==> src/rtl/csa_pkg.sv <==
// Shared types and constants for the chi-square pair accumulator.
`default_nettype none

package csa_pkg;

    // Field widths of the data path.
    localparam int VAL_W     = 24;
    localparam int FR_W      = 16;
    localparam int IDX_W     = 16;
    localparam int SUM_W     = 48;
    localparam int FRAC_BITS = 16;

    // Width of the shifted numerator inside the divider.
    localparam int N_W   = VAL_W + FRAC_BITS;
    // Step counters count down from the longest serial loop.
    localparam int CNT_W = $clog2(VAL_W + 1);

    localparam logic [VAL_W-1:0] VAL_MAX = {VAL_W{1'b1}};
    localparam logic [SUM_W-1:0] SUM_MAX = {SUM_W{1'b1}};

    // Magnification used outside the profile range: 1.0, clamped to the value range.
    localparam logic [VAL_W-1:0] ONE_VAL =
        (FRAC_BITS >= VAL_W) ? VAL_MAX : VAL_W'(1 << FRAC_BITS);

    // Handshake status reported by each serial unit.
    typedef struct packed {
        logic busy;
        logic done;
    } csa_stat_t;

endpackage

`default_nettype wire

==> src/rtl/chi_square_pair_accumulator.sv <==
// Top level of the chi-square pair accumulator: sequencer, running sum and result register.
//
// Usage: each item on the s_ channel is one data point of a light-curve pair.
// Both magnifications are interpolated, their ratio is compared with the
// observed value, the residual is scaled by sigma, squared and added to a
// running sum. An item with s_last_point set produces one item on the m_
// channel carrying the pair's sum, its destination index and a flag that
// reports any clamp during the pair; the sum and flag then clear.
// One item is processed at a time. After acceptance, s_ready returns only
// once the item has passed the interpolation (16 multiply steps and a
// final add), three 24-step bit-serial loops (ratio divide, residual
// divide, square), a handoff after each unit and the accumulate step; a
// saturating divide skips its loop. For a last point, m_valid rises
// together with s_ready.
// Reset (aresetn low, synchronous) clears the sum, the flag, the sequencer
// and m_valid. A result waits in the output register while the next item
// is accepted and processed; only when another result is due and the
// previous one has not been taken does the block wait for m_ready.
`default_nettype none

module chi_square_pair_accumulator (
    input  wire logic                       aclk,
    input  wire logic                       aresetn,
    input  wire logic                       s_valid,
    output logic                            s_ready,
    input  wire logic [csa_pkg::VAL_W-1:0]  s_sample_a,
    input  wire logic [csa_pkg::VAL_W-1:0]  s_slope_a,
    input  wire logic [csa_pkg::FR_W-1:0]   s_frac_a,
    input  wire logic                       s_outside_a,
    input  wire logic [csa_pkg::VAL_W-1:0]  s_sample_b,
    input  wire logic [csa_pkg::VAL_W-1:0]  s_slope_b,
    input  wire logic [csa_pkg::FR_W-1:0]   s_frac_b,
    input  wire logic                       s_outside_b,
    input  wire logic [csa_pkg::VAL_W-1:0]  s_observed,
    input  wire logic [csa_pkg::VAL_W-1:0]  s_sigma,
    input  wire logic [csa_pkg::IDX_W-1:0]  s_dest_index,
    input  wire logic                       s_last_point,
    output logic                            m_valid,
    input  wire logic                       m_ready,
    output logic [csa_pkg::SUM_W-1:0]       m_chi2_sum,
    output logic [csa_pkg::IDX_W-1:0]       m_result_index,
    output logic                            m_saturated
);
    import csa_pkg::*;

    typedef enum logic [2:0] {
        ST_IDLE,
        ST_INTERP,
        ST_RATIO,
        ST_QUOT,
        ST_SQUARE,
        ST_ACC
    } state_t;

    state_t            state_reg, state_next;
    logic [SUM_W-1:0]  sum_reg, sum_next;
    logic              seen_reg, seen_next;
    logic              ptclamp_reg, ptclamp_next;
    logic              m_valid_reg, m_valid_next;
    logic [SUM_W-1:0]  m_sum_reg, m_sum_next;
    logic [IDX_W-1:0]  m_idx_reg, m_idx_next;
    logic              m_sat_reg, m_sat_next;
    logic [VAL_W-1:0]  obs_reg;
    logic [VAL_W-1:0]  sigma_reg;
    logic [IDX_W-1:0]  dest_reg;
    logic              last_reg;

    logic              accept;
    logic              interp_start;
    logic              div_start;
    logic [VAL_W-1:0]  div_num;
    logic [VAL_W-1:0]  div_den;
    logic              sq_start;

    logic [VAL_W-1:0]  mag_a, mag_b;
    logic              clamp_a, clamp_b;
    csa_stat_t         ia_stat, ib_stat;
    logic [VAL_W-1:0]  div_quo;
    logic              div_clamp;
    csa_stat_t         div_stat;
    logic [SUM_W-1:0]  sq_val;
    csa_stat_t         sq_stat;

    logic [VAL_W-1:0]  residual;
    logic [SUM_W:0]    acc_full;
    logic [SUM_W-1:0]  acc_sum;
    logic              acc_flag;

    // Serial units.
    csa_interp u_interp_a (
        .aclk    (aclk),
        .aresetn (aresetn),
        .start   (interp_start),
        .sample  (s_sample_a),
        .slope   (s_slope_a),
        .frac    (s_frac_a),
        .outside (s_outside_a),
        .mag     (mag_a),
        .clamp   (clamp_a),
        .stat    (ia_stat)
    );

    csa_interp u_interp_b (
        .aclk    (aclk),
        .aresetn (aresetn),
        .start   (interp_start),
        .sample  (s_sample_b),
        .slope   (s_slope_b),
        .frac    (s_frac_b),
        .outside (s_outside_b),
        .mag     (mag_b),
        .clamp   (clamp_b),
        .stat    (ib_stat)
    );

    // One divider serves both the ratio and the residual quotient.
    csa_div u_div (
        .aclk    (aclk),
        .aresetn (aresetn),
        .start   (div_start),
        .num     (div_num),
        .den     (div_den),
        .quo     (div_quo),
        .clamp   (div_clamp),
        .stat    (div_stat)
    );

    csa_square u_square (
        .aclk    (aclk),
        .aresetn (aresetn),
        .start   (sq_start),
        .q       (div_quo),
        .sq      (sq_val),
        .stat    (sq_stat)
    );

    assign accept = s_valid && s_ready;

    // Residual magnitude and saturating accumulation.
    always_comb begin
        residual = (obs_reg >= div_quo) ? obs_reg - div_quo : div_quo - obs_reg;
        acc_full = {1'b0, sum_reg} + {1'b0, sq_val};
        acc_sum  = acc_full[SUM_W] ? SUM_MAX : acc_full[SUM_W-1:0];
        acc_flag = seen_reg || ptclamp_reg || acc_full[SUM_W];
    end

    // Sequencer: hands each item from unit to unit and retires it.
    always_comb begin
        state_next   = state_reg;
        sum_next     = sum_reg;
        seen_next    = seen_reg;
        ptclamp_next = ptclamp_reg;
        m_valid_next = m_valid_reg && !m_ready;
        m_sum_next   = m_sum_reg;
        m_idx_next   = m_idx_reg;
        m_sat_next   = m_sat_reg;
        interp_start = 1'b0;
        div_start    = 1'b0;
        div_num      = mag_a;
        div_den      = mag_b;
        sq_start     = 1'b0;
        case (state_reg)
            ST_IDLE: begin
                if (s_valid) begin
                    interp_start = 1'b1;
                    ptclamp_next = 1'b0;
                    state_next   = ST_INTERP;
                end
            end
            ST_INTERP: begin
                if (ia_stat.done && ib_stat.done) begin
                    div_start    = 1'b1;
                    ptclamp_next = ptclamp_reg || clamp_a || clamp_b;
                    state_next   = ST_RATIO;
                end
            end
            ST_RATIO: begin
                div_num = residual;
                div_den = sigma_reg;
                if (div_stat.done) begin
                    div_start    = 1'b1;
                    ptclamp_next = ptclamp_reg || div_clamp;
                    state_next   = ST_QUOT;
                end
            end
            ST_QUOT: begin
                if (div_stat.done) begin
                    sq_start     = 1'b1;
                    ptclamp_next = ptclamp_reg || div_clamp;
                    state_next   = ST_SQUARE;
                end
            end
            ST_SQUARE: begin
                if (sq_stat.done) begin
                    state_next = ST_ACC;
                end
            end
            ST_ACC: begin
                if (!last_reg) begin
                    sum_next   = acc_sum;
                    seen_next  = acc_flag;
                    state_next = ST_IDLE;
                end else if (!m_valid_reg || m_ready) begin
                    m_valid_next = 1'b1;
                    m_sum_next   = acc_sum;
                    m_idx_next   = dest_reg;
                    m_sat_next   = acc_flag;
                    sum_next     = '0;
                    seen_next    = 1'b0;
                    state_next   = ST_IDLE;
                end
            end
            default: begin
                state_next = ST_IDLE;
            end
        endcase
    end

    // State, running sum and registered outputs.
    always_ff @(posedge aclk) begin
        if (!aresetn) begin
            state_reg   <= ST_IDLE;
            sum_reg     <= '0;
            seen_reg    <= 1'b0;
            ptclamp_reg <= 1'b0;
            m_valid_reg <= 1'b0;
        end else begin
            state_reg   <= state_next;
            sum_reg     <= sum_next;
            seen_reg    <= seen_next;
            ptclamp_reg <= ptclamp_next;
            m_valid_reg <= m_valid_next;
        end
        m_sum_reg <= m_sum_next;
        m_idx_reg <= m_idx_next;
        m_sat_reg <= m_sat_next;
        if (accept) begin
            obs_reg   <= s_observed;
            sigma_reg <= s_sigma;
            dest_reg  <= s_dest_index;
            last_reg  <= s_last_point;
        end
    end

    assign s_ready        = (state_reg == ST_IDLE);
    assign m_valid        = m_valid_reg;
    assign m_chi2_sum     = m_sum_reg;
    assign m_result_index = m_idx_reg;
    assign m_saturated    = m_sat_reg;

    // The divider reports completion only while the sequencer waits on it.
    a_div_done_state: assert property (@(posedge aclk) disable iff (!aresetn)
        div_stat.done |-> (state_reg == ST_RATIO || state_reg == ST_QUOT))
        else $error("divider finished outside a divide step");

    // The squarer reports completion only in its own step.
    a_sq_done_state: assert property (@(posedge aclk) disable iff (!aresetn)
        sq_stat.done |-> state_reg == ST_SQUARE)
        else $error("squarer finished outside the square step");

    // No serial unit is still running when a new item may be taken.
    a_idle_units: assert property (@(posedge aclk) disable iff (!aresetn)
        s_ready |-> !(ia_stat.busy || ib_stat.busy || div_stat.busy || sq_stat.busy))
        else $error("new item possible while a unit is busy");

    // Within a pair the running sum never decreases.
    a_sum_monotonic: assert property (@(posedge aclk) disable iff (!aresetn)
        (state_reg == ST_ACC && !last_reg) |=> sum_reg >= $past(sum_reg))
        else $error("running sum decreased within a pair");

endmodule

`default_nettype wire

==> src/rtl/csa_interp.sv <==
// Bit-serial linear interpolation of one image's magnification.
`default_nettype none

module csa_interp (
    input  wire logic                       aclk,
    input  wire logic                       aresetn,
    input  wire logic                       start,
    input  wire logic [csa_pkg::VAL_W-1:0]  sample,
    input  wire logic [csa_pkg::VAL_W-1:0]  slope,
    input  wire logic [csa_pkg::FR_W-1:0]   frac,
    input  wire logic                       outside,
    output logic [csa_pkg::VAL_W-1:0]       mag,
    output logic                            clamp,
    output csa_pkg::csa_stat_t              stat
);
    import csa_pkg::*;

    logic                    busy_reg;
    logic                    done_reg;
    logic [CNT_W-1:0]        cnt_reg;
    logic signed [VAL_W+1:0] hi_reg;
    logic [FR_W-1:0]         fr_reg;
    logic [VAL_W-1:0]        slope_reg;
    logic [VAL_W-1:0]        sample_reg;
    logic                    outside_reg;
    logic [VAL_W-1:0]        mag_reg;
    logic                    clamp_reg;

    logic signed [VAL_W+1:0] addend;
    logic signed [VAL_W+1:0] hi_sum;
    logic signed [VAL_W+2:0] m_full;

    // One fraction bit per cycle: add the slope, then shift the partial product right.
    // After all fraction bits the upper part holds floor(frac * slope / 2^16).
    always_comb begin
        addend = fr_reg[0] ? $signed({{2{slope_reg[VAL_W-1]}}, slope_reg}) : '0;
        hi_sum = hi_reg + addend;
        m_full = $signed({3'b000, sample_reg}) + $signed({hi_reg[VAL_W+1], hi_reg});
    end

    always_ff @(posedge aclk) begin
        if (!aresetn) begin
            busy_reg <= 1'b0;
            done_reg <= 1'b0;
            cnt_reg  <= '0;
        end else begin
            done_reg <= 1'b0;
            if (start) begin
                busy_reg <= 1'b1;
                cnt_reg  <= CNT_W'(FR_W);
            end else if (busy_reg && cnt_reg != '0) begin
                cnt_reg <= cnt_reg - 1'b1;
            end else if (busy_reg) begin
                busy_reg <= 1'b0;
                done_reg <= 1'b1;
            end
        end
    end

    // Data path registers; the final cycle adds the sample and clamps.
    always_ff @(posedge aclk) begin
        if (start) begin
            hi_reg      <= '0;
            fr_reg      <= frac;
            slope_reg   <= slope;
            sample_reg  <= sample;
            outside_reg <= outside;
        end else if (busy_reg && cnt_reg != '0) begin
            hi_reg <= hi_sum >>> 1;
            fr_reg <= fr_reg >> 1;
        end else if (busy_reg) begin
            if (outside_reg) begin
                mag_reg   <= ONE_VAL;
                clamp_reg <= 1'b0;
            end else if (m_full < 0) begin
                mag_reg   <= '0;
                clamp_reg <= 1'b1;
            end else if (m_full > $signed({3'b000, VAL_MAX})) begin
                mag_reg   <= VAL_MAX;
                clamp_reg <= 1'b1;
            end else begin
                mag_reg   <= m_full[VAL_W-1:0];
                clamp_reg <= 1'b0;
            end
        end
    end

    assign mag       = mag_reg;
    assign clamp     = clamp_reg;
    assign stat.busy = busy_reg;
    assign stat.done = done_reg;

endmodule

`default_nettype wire

==> src/rtl/csa_div.sv <==
// Bit-serial restoring divider giving a saturated fixed-point quotient.
`default_nettype none

module csa_div (
    input  wire logic                       aclk,
    input  wire logic                       aresetn,
    input  wire logic                       start,
    input  wire logic [csa_pkg::VAL_W-1:0]  num,
    input  wire logic [csa_pkg::VAL_W-1:0]  den,
    output logic [csa_pkg::VAL_W-1:0]       quo,
    output logic                            clamp,
    output csa_pkg::csa_stat_t              stat
);
    import csa_pkg::*;

    logic               busy_reg;
    logic               done_reg;
    logic [CNT_W-1:0]   cnt_reg;
    logic [VAL_W-1:0]   rem_reg;
    logic [VAL_W-1:0]   bits_reg;
    logic [VAL_W-1:0]   den_reg;
    logic [VAL_W-1:0]   q_reg;
    logic [VAL_W-1:0]   quo_reg;
    logic               clamp_reg;

    logic [N_W-1:0]     n_full;
    logic [VAL_W-1:0]   rem_init;
    logic               sat;
    logic [VAL_W:0]     shifted;
    logic               ge;
    logic [VAL_W:0]     diff;
    logic [VAL_W-1:0]   rem_next;
    logic [VAL_W-1:0]   q_next;

    // The quotient overflows exactly when the bits above the low word already
    // reach the divisor; a zero divisor is caught by the same compare.
    always_comb begin
        n_full   = {num, FRAC_BITS'(0)};
        rem_init = VAL_W'(n_full >> VAL_W);
        sat      = rem_init >= den;
        shifted  = {rem_reg, bits_reg[VAL_W-1]};
        ge       = shifted >= {1'b0, den_reg};
        diff     = shifted - {1'b0, den_reg};
        rem_next = ge ? diff[VAL_W-1:0] : shifted[VAL_W-1:0];
        q_next   = {q_reg[VAL_W-2:0], ge};
    end

    always_ff @(posedge aclk) begin
        if (!aresetn) begin
            busy_reg <= 1'b0;
            done_reg <= 1'b0;
            cnt_reg  <= '0;
        end else begin
            done_reg <= 1'b0;
            if (start) begin
                busy_reg <= !sat;
                done_reg <= sat;
                cnt_reg  <= CNT_W'(VAL_W);
            end else if (busy_reg) begin
                cnt_reg <= cnt_reg - 1'b1;
                if (cnt_reg == CNT_W'(1)) begin
                    busy_reg <= 1'b0;
                    done_reg <= 1'b1;
                end
            end
        end
    end

    // One quotient bit per cycle.
    always_ff @(posedge aclk) begin
        if (start) begin
            rem_reg  <= rem_init;
            bits_reg <= n_full[VAL_W-1:0];
            den_reg  <= den;
            q_reg    <= '0;
            if (sat) begin
                quo_reg   <= VAL_MAX;
                clamp_reg <= 1'b1;
            end
        end else if (busy_reg) begin
            rem_reg  <= rem_next;
            bits_reg <= bits_reg << 1;
            q_reg    <= q_next;
            if (cnt_reg == CNT_W'(1)) begin
                quo_reg   <= q_next;
                clamp_reg <= 1'b0;
            end
        end
    end

    assign quo       = quo_reg;
    assign clamp     = clamp_reg;
    assign stat.busy = busy_reg;
    assign stat.done = done_reg;

endmodule

`default_nettype wire

==> src/rtl/csa_square.sv <==
// Bit-serial squarer producing the scaled square of the residual quotient.
`default_nettype none

module csa_square (
    input  wire logic                       aclk,
    input  wire logic                       aresetn,
    input  wire logic                       start,
    input  wire logic [csa_pkg::VAL_W-1:0]  q,
    output logic [csa_pkg::SUM_W-1:0]       sq,
    output csa_pkg::csa_stat_t              stat
);
    import csa_pkg::*;

    logic                 busy_reg;
    logic                 done_reg;
    logic [CNT_W-1:0]     cnt_reg;
    logic [VAL_W-1:0]     q_reg;
    logic [VAL_W-1:0]     hi_reg;
    logic [VAL_W-1:0]     lo_reg;
    logic [SUM_W-1:0]     sq_reg;

    logic [VAL_W:0]       hi_sum;
    logic [2*VAL_W-1:0]   prod_next;

    // Shift-add: the multiplier bits leave the low word as product bits enter it.
    always_comb begin
        hi_sum    = {1'b0, hi_reg} + (lo_reg[0] ? {1'b0, q_reg} : '0);
        prod_next = {hi_sum, lo_reg[VAL_W-1:1]};
    end

    always_ff @(posedge aclk) begin
        if (!aresetn) begin
            busy_reg <= 1'b0;
            done_reg <= 1'b0;
            cnt_reg  <= '0;
        end else begin
            done_reg <= 1'b0;
            if (start) begin
                busy_reg <= 1'b1;
                cnt_reg  <= CNT_W'(VAL_W);
            end else if (busy_reg) begin
                cnt_reg <= cnt_reg - 1'b1;
                if (cnt_reg == CNT_W'(1)) begin
                    busy_reg <= 1'b0;
                    done_reg <= 1'b1;
                end
            end
        end
    end

    always_ff @(posedge aclk) begin
        if (start) begin
            q_reg  <= q;
            hi_reg <= '0;
            lo_reg <= q;
        end else if (busy_reg) begin
            hi_reg <= prod_next[2*VAL_W-1:VAL_W];
            lo_reg <= prod_next[VAL_W-1:0];
            if (cnt_reg == CNT_W'(1)) begin
                sq_reg <= SUM_W'(prod_next >> FRAC_BITS);
            end
        end
    end

    assign sq        = sq_reg;
    assign stat.busy = busy_reg;
    assign stat.done = done_reg;

endmodule

`default_nettype wire
==> config.mk <==
export PLATFORM = sky130hd
export DESIGN_NAME = chi_square_pair_accumulator
export DESIGN_NICKNAME = d
export VERILOG_FILES = /design/src/rtl/csa_pkg.sv /design/src/rtl/chi_square_pair_accumulator.sv /design/src/rtl/csa_interp.sv /design/src/rtl/csa_div.sv /design/src/rtl/csa_square.sv
export SDC_FILE = /design/constraint.sdc
export NUM_CORES = 1
export LEC_CHECK = 0
export BUFFER_PORTS_ARGS = -buffer_cell sky130_fd_sc_hd__buf_2
export CORE_MARGIN = 3
export CORE_UTILIZATION = 35
export CTS_CLUSTER_DIAMETER = 30
export DETAILED_ROUTE_END_ITERATION = 10
export GPL_TIMING_DRIVEN = 0
export PLACE_DENSITY = 0.59
export SLEW_MARGIN = 30
export SYNTH_ARGS = -nofsm -noshare
export SYNTH_HDL_FRONTEND = slang
export SYNTH_SLANG_ARGS = --single-unit
==> constraint.sdc <==
create_clock -name aclk -period 7.37 [get_ports aclk]
set_clock_uncertainty 0.05 [all_clocks]
set_input_delay 1.474 -clock aclk [delete_from_list [all_inputs] [get_ports aclk]]
set_output_delay 1.474 -clock aclk [all_outputs]
set_load 0.02 [all_outputs]
* Word-level counts from Yosys, hierarchy flattened
Index checks and enable logic that the tools add are counted.
Operators by class: $add $sub $neg 13, $lt $le $gt $ge 7, equal/unequal tests 18, mux-type cells 83, bitwise operators 6, reduce and logical (&&, ||, !) cells 40
Operator list (number):
- $mux 24 | 15
- $mux 48 | 3
- $mux 16 | 6
- $sub 24x24->24 | 3
- $add 25x25->26 | 2
- $add 25x26->26 | 2
- $gt 26x25->1 const B | 2
- $lt 26x1->1 const B | 2
- $mux 26 | 2
- $add 48x32->49 | 1
- $mux 5 | 8
- $mux 1 | 37
- $mux 17 | 2
- $add 24x25->25 | 1
- $ge 25x24->1 | 1
- $ge 16x24->1 | 1
- $ge 24x24->1 | 1
- $mux 3 | 7
- $sub 5x1->5 const B | 4
- $pmux 3 s6 | 1
- $reduce_and 3->1 | 5
- $ne 2x1->1 const B | 6
- $reduce_or 2->1 | 6
- $eq 5x1->1 const B | 2
- 19 further kinds | 47
Storage, ports and cells: register bits after elaboration 650, input port bits 199, output and inout bits 67, logic and storage cells 222

* Longest topological paths before layout
Gate-level depths: netlist (run 1).
depth in word-level cells 6, mapped depth 24, depth with buffers taken out 23

* Cells and area by module
Synthesis (run 1) repeated with hierarchy kept, for this count alone.
Unflattened totals: cell total of the unflattened synthesis 3632, area, all modules 37631.1 µm²
By module, submodules not included:
- chi_square_pair_accumulator | times used 1, cells each 1376, area an instance 12390.6 µm², sequential area each 4984.8 µm²
- csa_interp at u_interp_b | times used 1, cells each 632, area an instance 6932.9 µm², sequential area each 3343.2 µm²
- csa_interp at u_interp_a | times used 1, cells each 615, area an instance 6855.3 µm², sequential area each 3343.2 µm²
- csa_div | times used 1, cells each 583, area an instance 6109.6 µm², sequential area each 2952.8 µm²
- csa_square | times used 1, cells each 426, area an instance 5342.6 µm², sequential area each 3022.9 µm²

* Worst setup path before layout (run 1)
Ideal clock, no wire load.
path kind input port to flip-flop, start input port s_valid, end register dest_reg[0], enable pin, library setup time 0.590 ns, data arrival time 6.628 ns, required time 6.730 ns, path slack 0.101 ns, cell stages on the path 4, path buffers 2, path through nand2_1 > inv_1 > clkbuf_1 > buf_1
On the way: word-level cells in the longest chain between the ends 1
RTL lines:
- start: declaration | line chi_square_pair_accumulator.sv:24 | input wire logic s_valid,
- $logic_and 1x1->1 | line chi_square_pair_accumulator.sv:137 | assign accept = s_valid && s_ready;
- via accept | line chi_square_pair_accumulator.sv:68 | logic accept;
- end signal: assignment | line chi_square_pair_accumulator.sv:240 | dest_reg <= s_dest_index;
- end: declaration | line chi_square_pair_accumulator.sv:65 | logic [IDX_W-1:0] dest_reg;
The timed path passes the listed nets, and every way through them passes these cells. A chain may end at the register's enable or synchronous reset.

* Final worst setup path (run 1)
start register obs_reg[18], end register u_div.quo_reg[1], in the netlist u_div.quo[1], enable pin
On the way: word-level cells in the longest chain between the ends 6, elaborated cells on any way between the ends 8, classes of those cells add/sub: 2; order compare: 2; eq/ne: 1; mux: 2; reduce/logical: 1
RTL lines:
- start: declaration | line chi_square_pair_accumulator.sv:63 | logic [VAL_W-1:0] obs_reg;
- start signal: assignment | line chi_square_pair_accumulator.sv:238 | obs_reg <= s_observed;
- $sub 24x24->24 / $ge 24x24->1 (equally long branches) | line chi_square_pair_accumulator.sv:141 | residual = (obs_reg >= div_quo) ? obs_reg - div_quo : div_quo - obs_reg;
- $mux 24 (*) | line chi_square_pair_accumulator.sv:141
- $mux 24 (*) | line chi_square_pair_accumulator.sv:162 | case (state_reg)
- $ge 16x24->1 (*) | line csa_div.sv:40 | sat = rem_init >= den;
- $ne 2x1->1 (no source line) (*)
- $reduce_and 3->1 (no source line) (*)
- end signal: assignment | line csa_div.sv:85 | quo_reg <= q_next;
- end: declaration | line csa_div.sv:23 | logic [VAL_W-1:0] quo_reg;
Every way passes the cells marked *; elsewhere a longest branch is shown, timed or not.

==> results.py, run 1 <==
metrics = {
    "synthesis": {
        "yosysWarnings": 0,
        "synth_cell_types": 82,
        "synthArstFlopShare_pct": 0,
        "synth_top_area_cell": "edfxtp_1",
        "ys_ff_latch": 650,
        "synthFlopType": "edfxtp_1",
        "synth_edf_count": 463,
        "syn_area_mm2": 0.0353,
        "synth_top_area_share_pct": 39.3,
        "synthCells": 3427,
        "synth_seq_area_share_pct": 49.9,
        "synth_area_per_cell_um2": 10.3,
        "syn_nets": 3882,
        "synth_area_leaders": "edfxtp_1, dfxtp_1, ha_1, nand2_1, a21oi_1",
    },
    "sta": {
        "hold_violations": 0,
        "setup_viol": 0,
        "hold_ws_ns": 0.357,
        "max_slew_margin_pct": 35.1,
        "worst_pin_slew_ns": 0.973,
        "final.min_clock_period_ns": 6.37,
        "finalCritPeriodShare_pct": 86.4,
        "worst_slack_ns": 1.00,
        "fmax_ghz": 0.157,
        "drv_slew": 0,
        "grt_setup_unrepaired": "false",
    },
    "clock_tree": {
        "cts_setup_buffers": 0,
        "path_clk_slew_ns": 0.05,
        "cts.repair.resized": 0,
        "postCtsHoldBufs": 0,
        "clkSinkCount": 650,
        "cts_tree": "yes",
        "cts_inserted_buffers": 146,
        "htreeDepth": 4,
        "clk_latency_ns": 0.72,
        "cts.path.max_buffers": 3,
        "root_buffer": "clkbuf_16",
    },
    "critical_path": {
        "reg2reg_from": "obs_reg[18]",
        "start_kind": "flip-flop",
        "crit_required_ns": 7.70,
        "rrSetupSlack_ns": 1.00,
        "path_delay_family": "compound AO/OA/AOI/OAI gates",
        "r2r_cells": 20,
        "cp_data_arrival_time_ns": 6.70,
        "criticalPathCategory": "flip-flop to flip-flop",
        "rr_endpoint": "u_div.quo[1]",
        "cp_num_buf_inv": 2,
        "startpoint": "obs_reg[18]",
        "crit_chain": "inv_1 > ha_1 > clkbuf_1 > nand2_1 > o21ai_1 > a221o_1 > a21o_1 > nor2_1 > mux2_2 > o221ai_1 > xnor2_1 > o21ai_0 > ha_1 > a21o_1 > a21o_1 > a211oi_1 > o21bai_1 > a211oi_1 > o211ai_1 > and3_2",
        "worstSetupEndpointType": "flip-flop",
        "worst_path_max_delay_cell": "nor2_1",
        "critical_path.max_stage_delay_ns": 0.64,
        "path_common_cell": "a21o_1",
        "critPathMaxFanout": 25,
    },
    "layout": {
        "utilization_pct": 44.2,
        "final_nets": 4310,
        "fill_cells": 9430,
        "fin_cells": 5272,
        "syn_to_final_growth_pct": 24.2,
        "layout-drive-gt1-share_pct": 15.7,
    },
    "grt": {
        "grt_usage_pct": 17.3,
        "grt_pass1_wl_um": 143000,
        "grt_pass1_vias": 26000,
        "grt_antenna_before_repair": 6,
        "globalRouteOverflowTotal": 0,
        "grt_max_degree": 32,
    },
    "floorplanning": {
        "row_count": 115,
        "start_util_pct": 35.6,
        "io-pin-count": 266,
        "die_w_um": 324,
        "die_area_mm2": 0.105,
        "dieHeight_um": 324,
        "core-area_mm2": 0.0993,
    },
    "drt": {
        "drc_errors": 0,
        "drtIter0Drc": 1662,
        "totalWireLength_um": 91500,
        "first_pass_iters": 6,
        "dr_total_vias": 26300,
        "vias_per_cell": 5.00,
        "drt.antenna.violating_nets": 0,
        "wl_per_cell_um": 17.4,
    },
    "hold_path": {
        "holdPathEnd": "m_result_index[8]",
        "hp-class": "flip-flop to flip-flop",
        "hp-start": "dest_reg[8]",
        "holdPathStages": 0,
    },
    "run_status": {
        "status": "completed",
    },
    "pwr": {
        "power_uw": 15500,
        "peakVddDrop_uv": 252,
        "powerDensity_mw_per_mm2": 354,
        "p_leak_uw": 0.0183,
    },
    "placement": {
        "place_inst": 4994,
        "place_congestion": 0.892,
        "io_buffers": 265,
        "place_ws_ns": 1.03,
        "dp_hpwl_um": 71000,
    },
    "job": {
        "drv.max_cap_violation_count": 0,
    },
}
[layout by cell type (no fill, tap or decap), drive strengths merged, types with 181 or more instances in the layout]
master,n
a21oi,294
buf,305
clkbuf,278
dfxtp,187
edfxtp,463
ha,247
inv,181
nand2,405
nor2,218
o21ai,181
[cells by family after synthesis]
kind of cell               Yosys count  synth area share (%)
xor gates and xnor gates           183                  4.54
AOI/OAI and AO/OA                  930                  17.1
buffers and inverters              302                  3.30
and+or+nand+nor                   1027                  13.6
DFF                                650                  49.9
adders and majority gates          256                  9.25
muxes                               79                  2.28
[worst max-delay path by stage]
stage,end,cells past startpoint
2_1_floorplan,dest_reg[0],4
3_3_place_gp,dest_reg[10],6
3_5_place_dp,u_div.quo[2],20
4_1_cts,u_div.quo[20],20
5_1_grt,u_div.quo[13],20
6_report,u_div.quo[1],20
[through the flow]
| step | cell area (um^2) | TNS, ns |
|---|---|---|
| 2_1_floorplan | 35300 | 0 |
| 3_3_place_gp | 38300 | -608.08 |
| 3_5_place_dp | 38700 | 0 |
| 4_1_cts | 43900 | 0 |
| 5_1_grt | 43900 | 0 |
| 6_report | 43900 | 0 |
[cell type report]
type	instances	area (um^2)	share of cell area (%)
clock buffers	171	3910	8.92
clock inverters	102	1310	2.97
plain buffers	132	531	1.21
multi-input cells	2475	16600	37.8
inverters	170	638	1.45
flip-flops and latches	650	17600	40.2
repair buffers	280	1660	3.78
well taps	1287	1610	3.67
diodes	5	12.5	0.0285
[per-layer routing]
| metal | share of wire [%] | global-route usage [%] | wire length [um] |
|---|---|---|---|
| met3 | 5.7 | 3.29 | 5220 |
| met4 | 2.4 | 5.85 | 2210 |
| met1 | 46 | 23.0 | 41800 |
| met5 | 0.022 | 0 | 20 |
| met2 | 46 | 28.5 | 42300 |
[power breakdown]
group | switching [uW] | internal [uW]
sequential | 307 | 4680
clock | 2170 | 4540
combinational | 2380 | 1480
total | 4850 | 10700
[cells in the mapped netlist (8+ instances only)]
master    count
ha_1        247
a22oi_1      15
nand4_1      22
nor2_1      218
a31oi_1      38
xnor2_1     114
mux2_2       11
mux2i_1      68
nand2_1     404
dfxtp_1     187
o211ai_1     23
fa_1          9
nor2b_1      53
a21boi_0     19
nor3_1       43
nand3_1      41
o21bai_1     31
or3_1        14
buf_1        10
or2_2        20
o31a_1        8
o21a_1       37
a22o_1       23
inv_1       169
o21ai_0     175
a21o_1      112
nand2b_1     53
clkbuf_1    107
and3_1       35
o31ai_1      17
xor2_1       69
edfxtp_1    463
and2_1       90
a21oi_2      20
buf_2        13
a21oi_1     274
a211oi_1     40
Note: power is estimated with default switching activity, not from simulation.
==> run 2, diff against run 1 <==
SLEW_MARGIN = 20   (was 30)
SYNTH_HIERARCHICAL = 1   (was not set)
==> run 2 against run 1 <==
Flip-flop and latch count unchanged. Clock power increased by 9.4%. Register-to-register slack got worse by 0.08 ns. Sequential share of layout area decreased by 2.4 points. Worst setup slack got worse by 0.084 ns. Hold slack improved by 0.0097 ns. Non-clock buffer count increased by 34. Via count increased by 9.6%. Core utilization decreased by 0.15 points. Critical path depth increased by 4. Critical endpoint is now u_div/done_reg.
==> results.py, run 2 <==
metrics = {
    "floorplanning": {
        "core-area_mm2": 0.106,
        "row_count": 119,
        "dieHeight_um": 334,
        "start_util_pct": 35.5,
        "io-pin-count": 266,
        "die_area_mm2": 0.111,
        "die_w_um": 334,
    },
    "clock_tree": {
        "clkSinkCount": 650,
        "root_buffer": "clkbuf_16",
        "cts.repair.resized": 0,
        "clk_latency_ns": 0.74,
        "postCtsHoldBufs": 0,
        "cts_setup_buffers": 0,
        "htreeDepth": 4,
        "cts.path.max_buffers": 3,
        "path_clk_slew_ns": 0.05,
        "cts_inserted_buffers": 157,
        "cts_tree": "yes",
    },
    "critical_path": {
        "start_kind": "flip-flop",
        "worstSetupEndpointType": "flip-flop",
        "cp_data_arrival_time_ns": 7.01,
        "critical_path.max_stage_delay_ns": 0.56,
        "critPathMaxFanout": 10,
        "cp_num_buf_inv": 6,
        "path_common_cell": "buf_4",
        "rrSetupSlack_ns": 0.92,
        "crit_required_ns": 7.93,
        "worst_path_max_delay_cell": "a2111oi_0",
        "criticalPathCategory": "flip-flop to flip-flop",
        "path_delay_family": "compound AO/OA/AOI/OAI gates",
        "crit_chain": "inv_1 > ha_1 > nand2_1 > nor2_1 > nand4_1 > a31oi_1 > and2_1 > buf_4 > buf_4 > mux2i_1 > xnor2_1 > o21ai_0 > inv_1 > ha_1 > nand2b_1 > a21o_1 > a21o_1 > a21oi_1 > o21ai_0 > a2111oi_0 > nor3_2 > buf_4 > buf_4 > and2_1",
    },
    "pwr": {
        "peakVddDrop_uv": 209,
        "switching_share_pct": 24.6,
        "internal_power_uw": 9550,
        "pwr-share-comb_pct": 8.9,
        "clkPwrFrac_pct": 58.0,
        "p_seq_share_pct": 33.2,
        "p_sw_uw": 3110,
        "p_leak_uw": 0.0194,
        "powerDensity_mw_per_mm2": 271,
    },
    "placement": {
        "dp_hpwl_um": 78700,
        "place_ws_ns": 0.948,
        "dpl_cell_area_mm2": 0.0410,
        "place_inst": 5309,
        "place_congestion": 0.914,
        "io_buffers": 265,
    },
    "sta": {
        "drv_slew": 0,
        "finalCritPeriodShare_pct": 87.6,
        "worst_slack_ns": 0.917,
        "fmax_ghz": 0.155,
        "worst_pin_slew_ns": 0.988,
        "hold_violations": 0,
        "setup_tns_ns": 0,
        "max_slew_margin_pct": 34.1,
        "setup_viol": 0,
        "final.min_clock_period_ns": 6.45,
        "grt_setup_unrepaired": "false",
    },
    "layout": {
        "layout_common_cells": "edfxtp_1, nand2_1, a21oi_1, buf_2, ha_1",
        "syn_to_final_growth_pct": 24.2,
        "mostFrequentLayoutCell": "edfxtp_1",
        "layout-drive-gt1-share_pct": 19.5,
        "finish.instance_area_mm2": 0.0467,
        "fin_cells": 5605,
        "final_nets": 4548,
    },
    "synthesis": {
        "synthCells": 3628,
        "synth_area_per_cell_um2": 10.4,
        "syn_area_mm2": 0.0376,
        "yosysWarnings": 6,
    },
    "grt": {
        "grt_antenna_before_repair": 8,
        "grt_pass1_wl_um": 160000,
        "grt_usage_pct": 18.2,
        "grt_pass1_vias": 28400,
        "globalRouteOverflowTotal": 0,
        "grt_max_degree": 58,
    },
    "drt": {
        "dr_total_vias": 28900,
        "vias_per_cell": 5.15,
        "first_pass_iters": 5,
        "drtIter0Drc": 1859,
        "totalWireLength_um": 103000,
        "wl_per_cell_um": 18.5,
        "drt.antenna.violating_nets": 0,
        "drc_errors": 0,
    },
    "hold_path": {
        "hp-class": "flip-flop to flip-flop",
    },
    "job": {
        "drv.max_cap_violation_count": 0,
    },
    "run_status": {
        "status": "completed",
    },
}
run 2: changes by cell type in the layout (fill, tap and decap cells not counted), sizes merged, moves of 16 or more:
cell / delta
conb: +16
buf: +40
a21oi: +28
nand4: +20
or3: +24
nor2b: -21
nand3: +26
nand2: -36
mux2: +55
ha: +16
run 2: power by group through the flow:
| stage | Sequential, uW | Clock [uW] | Combinational, uW |
|---|---|---|---|
| 4_1_cts | 4200 | 7480 | 1130 |
| 6_report | 4200 | 7340 | 1120 |
| 3_5_place_dp | 4270 | 0 | 1120 |
| 5_1_grt | 4210 | 7680 | 1250 |
| 3_3_place_gp | 4290 | 0 | 1100 |
| 2_1_floorplan | 4230 | 0 | 798 |
run 2: final timing paths:
| path | start | to | depth (start not counted) |
|---|---|---|---|
| hold reg to reg | dest_reg[6] | m_result_index[6] | 0 |
| setup reg to reg | obs_reg[14] | u_div/done_reg | 24 |
| setup / recovery | obs_reg[14] | u_div/done_reg | 24 |
| hold / removal | dest_reg[6] | m_result_index[6] | 0 |
run 2: metal layers:
metal,track usage [%],vias up,wire length [um]
li1,-,14300,-
met1,22.7,13700,44800
met2,31.6,720,50800
met3,3.46,177,5040
met4,6.18,10,2790
met5,0,-,69
run 2: cell type report:
class,instances,area [um^2]
buffer,171,876
sequential,650,17600
timing repair buffer,275,1510
clock inverter,118,1590
antenna,4,10.0
tap,1391,1740
fill,10100,59300
clock buffer,174,4150
multi-input combinational,2652,18500
inverter,170,638
run 2: through the flow:
stage          utilization [%]  hold WS, ns  total power, uW
2_1_floorplan                -        0.350             5030
6_report                  44.1        0.367            12700
3_3_place_gp              38.4        0.350             5380
4_1_cts                   44.0        0.368            12800
3_5_place_dp              38.6        0.356             5380
5_1_grt                   44.0        0.373            13100
run 2: worst reg2reg max path, delay by kind of cell, from the launching register on:
| family | cells | cell delay, ns |
|---|---|---|
| compound gates | 7 | 2.23 |
| xor+xnor | 1 | 0.18 |
| fa+ha+maj | 2 | 0.70 |
| buf+inv | 6 | 1.06 |
| flops | 1 | 0.46 |
| mux | 1 | 0.28 |
| simple gates | 7 | 1.38 |
==> run 3, diff against run 2 <==
ABC_CLOCK_PERIOD_IN_PS = 7370   (was not set)
GPL_TIMING_DRIVEN = not set   (was 0)
PLACE_DENSITY = not set   (was 0.59)
==> run 3 against run 2 <==
The run now ends with slew limit left. Hold slack lost 0.0016 ns. Maximum frequency grew 6.9%. Die area is the same. Design area shrank 2.5%. Non-clock buffer count shrank 152. Clock-buffer cell count shrank 7. Critical path type unchanged. Highest routed layer unchanged.
==> results.py, run 3 (same netlist as run 2, synthesis figures left out) <==
metrics = {
    "critical_path": {
        "crit_chain": "ha_1 > nand2_1 > nor2_1 > nand4_1 > a31oi_1 > and2_1 > buf_4 > mux2i_1 > xor2_1 > o21ai_0 > ha_1 > a21o_1 > a211oi_1 > o21ai_0 > a2111oi_0 > nor3_2 > buf_4 > and2_1",
        "start_kind": "flip-flop",
        "rr_endpoint": "u_div/done_reg",
        "r2r_cells": 18,
        "critPathMaxFanout": 26,
        "critical_path.max_stage_delay_ns": 0.79,
        "criticalPathCategory": "flip-flop to flip-flop",
        "path_delay_family": "simple AND/OR/NAND/NOR gates",
        "worst_path_max_delay_cell": "and2_1",
        "cp_num_buf_inv": 2,
        "crit_required_ns": 7.94,
        "worstSetupEndpointType": "flip-flop",
        "rrSetupSlack_ns": 1.33,
        "cp_data_arrival_time_ns": 6.61,
        "reg2reg_from": "u_div/quo[15]",
    },
    "clock_tree": {
        "clkSinkCount": 650,
        "cts_setup_buffers": 0,
        "htreeDepth": 4,
        "clk_latency_ns": 0.74,
        "cts_tree": "yes",
        "root_buffer": "clkbuf_16",
        "cts.repair.resized": 0,
        "cts_inserted_buffers": 154,
        "postCtsHoldBufs": 0,
        "cts.path.max_buffers": 3,
        "path_clk_slew_ns": 0.05,
    },
    "placement": {
        "dp_hpwl_um": 74000,
        "place_congestion": 0.920,
        "place_ws_ns": 1.51,
        "io_buffers": 265,
    },
    "hold_path": {
        "holdPathStages": 0,
        "hp-start": "dest_reg[10]",
        "holdPathEnd": "m_result_index[10]",
        "hp-class": "flip-flop to flip-flop",
    },
    "sta": {
        "fmax_ghz": 0.166,
        "worst_slack_ns": 1.33,
        "drv_slew": 22,
        "grt_setup_unrepaired": "false",
        "worst_pin_slew_ns": 2.65,
        "hold_violations": 0,
        "setup_tns_ns": 0,
        "hold_ws_ns": 0.365,
        "setup_viol": 0,
        "max_slew_margin_pct": -78.5,
        "finalCritPeriodShare_pct": 81.9,
        "final.min_clock_period_ns": 6.04,
    },
    "layout": {
        "syn_to_final_growth_pct": 21.1,
        "mostFrequentLayoutCell": "edfxtp_1",
        "final_nets": 4393,
        "fill_cells": 10200,
        "layout_common_cells": "edfxtp_1, nand2_1, a21oi_1, buf_2, ha_1",
        "utilization_pct": 42.9,
        "layout-drive-gt1-share_pct": 19.0,
    },
    "pwr": {
        "peakVddDrop_uv": 197,
        "powerDensity_mw_per_mm2": 267,
        "p_leak_uw": 0.0188,
    },
    "drt": {
        "vias_per_cell": 5.18,
        "drc_errors": 0,
        "first_pass_iters": 5,
        "wl_per_cell_um": 18.4,
        "dr_total_vias": 28200,
        "drtIter0Drc": 1795,
        "totalWireLength_um": 100000,
        "drt.antenna.violating_nets": 0,
    },
    "grt": {
        "globalRouteOverflowTotal": 0,
        "grt_usage_pct": 17.7,
        "grt_pass1_wl_um": 157000,
        "grt_antenna_before_repair": 7,
        "grt_pass1_vias": 28300,
        "grt_max_degree": 118,
    },
    "floorplanning": {
        "row_count": 119,
        "io-pin-count": 266,
        "die_w_um": 334,
        "dieHeight_um": 334,
        "die_area_mm2": 0.111,
        "core-area_mm2": 0.106,
        "start_util_pct": 35.5,
    },
    "run_status": {
        "status": "finished, violations left",
        "violations": "slew limit",
    },
    "job": {
        "drv.max_cap_violation_count": 0,
    },
}
==> run 3: power breakdown <==
part           switching (uW)  internal (uW)
Sequential               89.1           4110
Combinational             644            422
Clock                    2330           4540
Total                    3060           9070
==> run 3: worst register-to-register path: cells and delay by family (launching register included) <==
| family | cells | cell delay, ns |
|---|---|---|
| flops | 1 | 0.44 |
| mux | 1 | 0.24 |
| xor+xnor | 1 | 0.18 |
| simple gates | 6 | 1.83 |
| fa+ha+maj | 2 | 0.90 |
| buf+inv | 2 | 0.64 |
| compound gates | 6 | 1.66 |
==> run 3: metal layers <==
| metal | global-route usage, % | wire, um | vias up |
|---|---|---|---|
| met2 | 30.1 | 48400 | 682 |
| met5 | 0 | 44 | - |
| met3 | 3.09 | 4490 | 198 |
| met4 | 7.21 | 3390 | 8 |
| met1 | 22.4 | 44100 | 13400 |
| li1 | - | - | 13900 |
==> run 3: metrics by stage <==
| stage | instances | area (um^2) | power (uW) |
|---|---|---|---|
| floorplan | 3643 | 37700 | 5030 |
| global placement | 5157 | 40100 | 5320 |
| detailed placement | 5157 | 40100 | 5330 |
| CTS | 5445 | 45500 | 12300 |
| global route | 5445 | 45500 | 12600 |
| finish | 5447 | 45500 | 12100 |
==> run 3: area by class of cell <==
class | count | area [um^2] | share of cell area, %
Multi-Input combinational cell | 2652 | 18600 | 40.7
Antenna cell | 2 | 5.00 | 0.0110
Sequential cell | 650 | 17600 | 38.8
Tap cell | 1391 | 1740 | 3.82
Timing Repair Buffer | 294 | 1560 | 3.42
Inverter | 170 | 638 | 1.40
Clock inverter | 121 | 1410 | 3.10
Clock buffer | 167 | 3980 | 8.73
==> run 3: worst max-delay path by stage <==
stage               slack, ns     startpoint                  end  cells after the start
CTS                      1.44  u_div/quo[15]       u_div/done_reg                     18
global route             0.89  u_div/quo[15]       u_div/done_reg                     18
finish                   1.33  u_div/quo[15]       u_div/done_reg                     18
global placement         1.60  u_div/quo[15]       u_div/done_reg                     18
floorplan                0.22        s_valid  u_interp_b/done_reg                      5
detailed placement       1.51  u_div/quo[15]       u_div/done_reg                     18
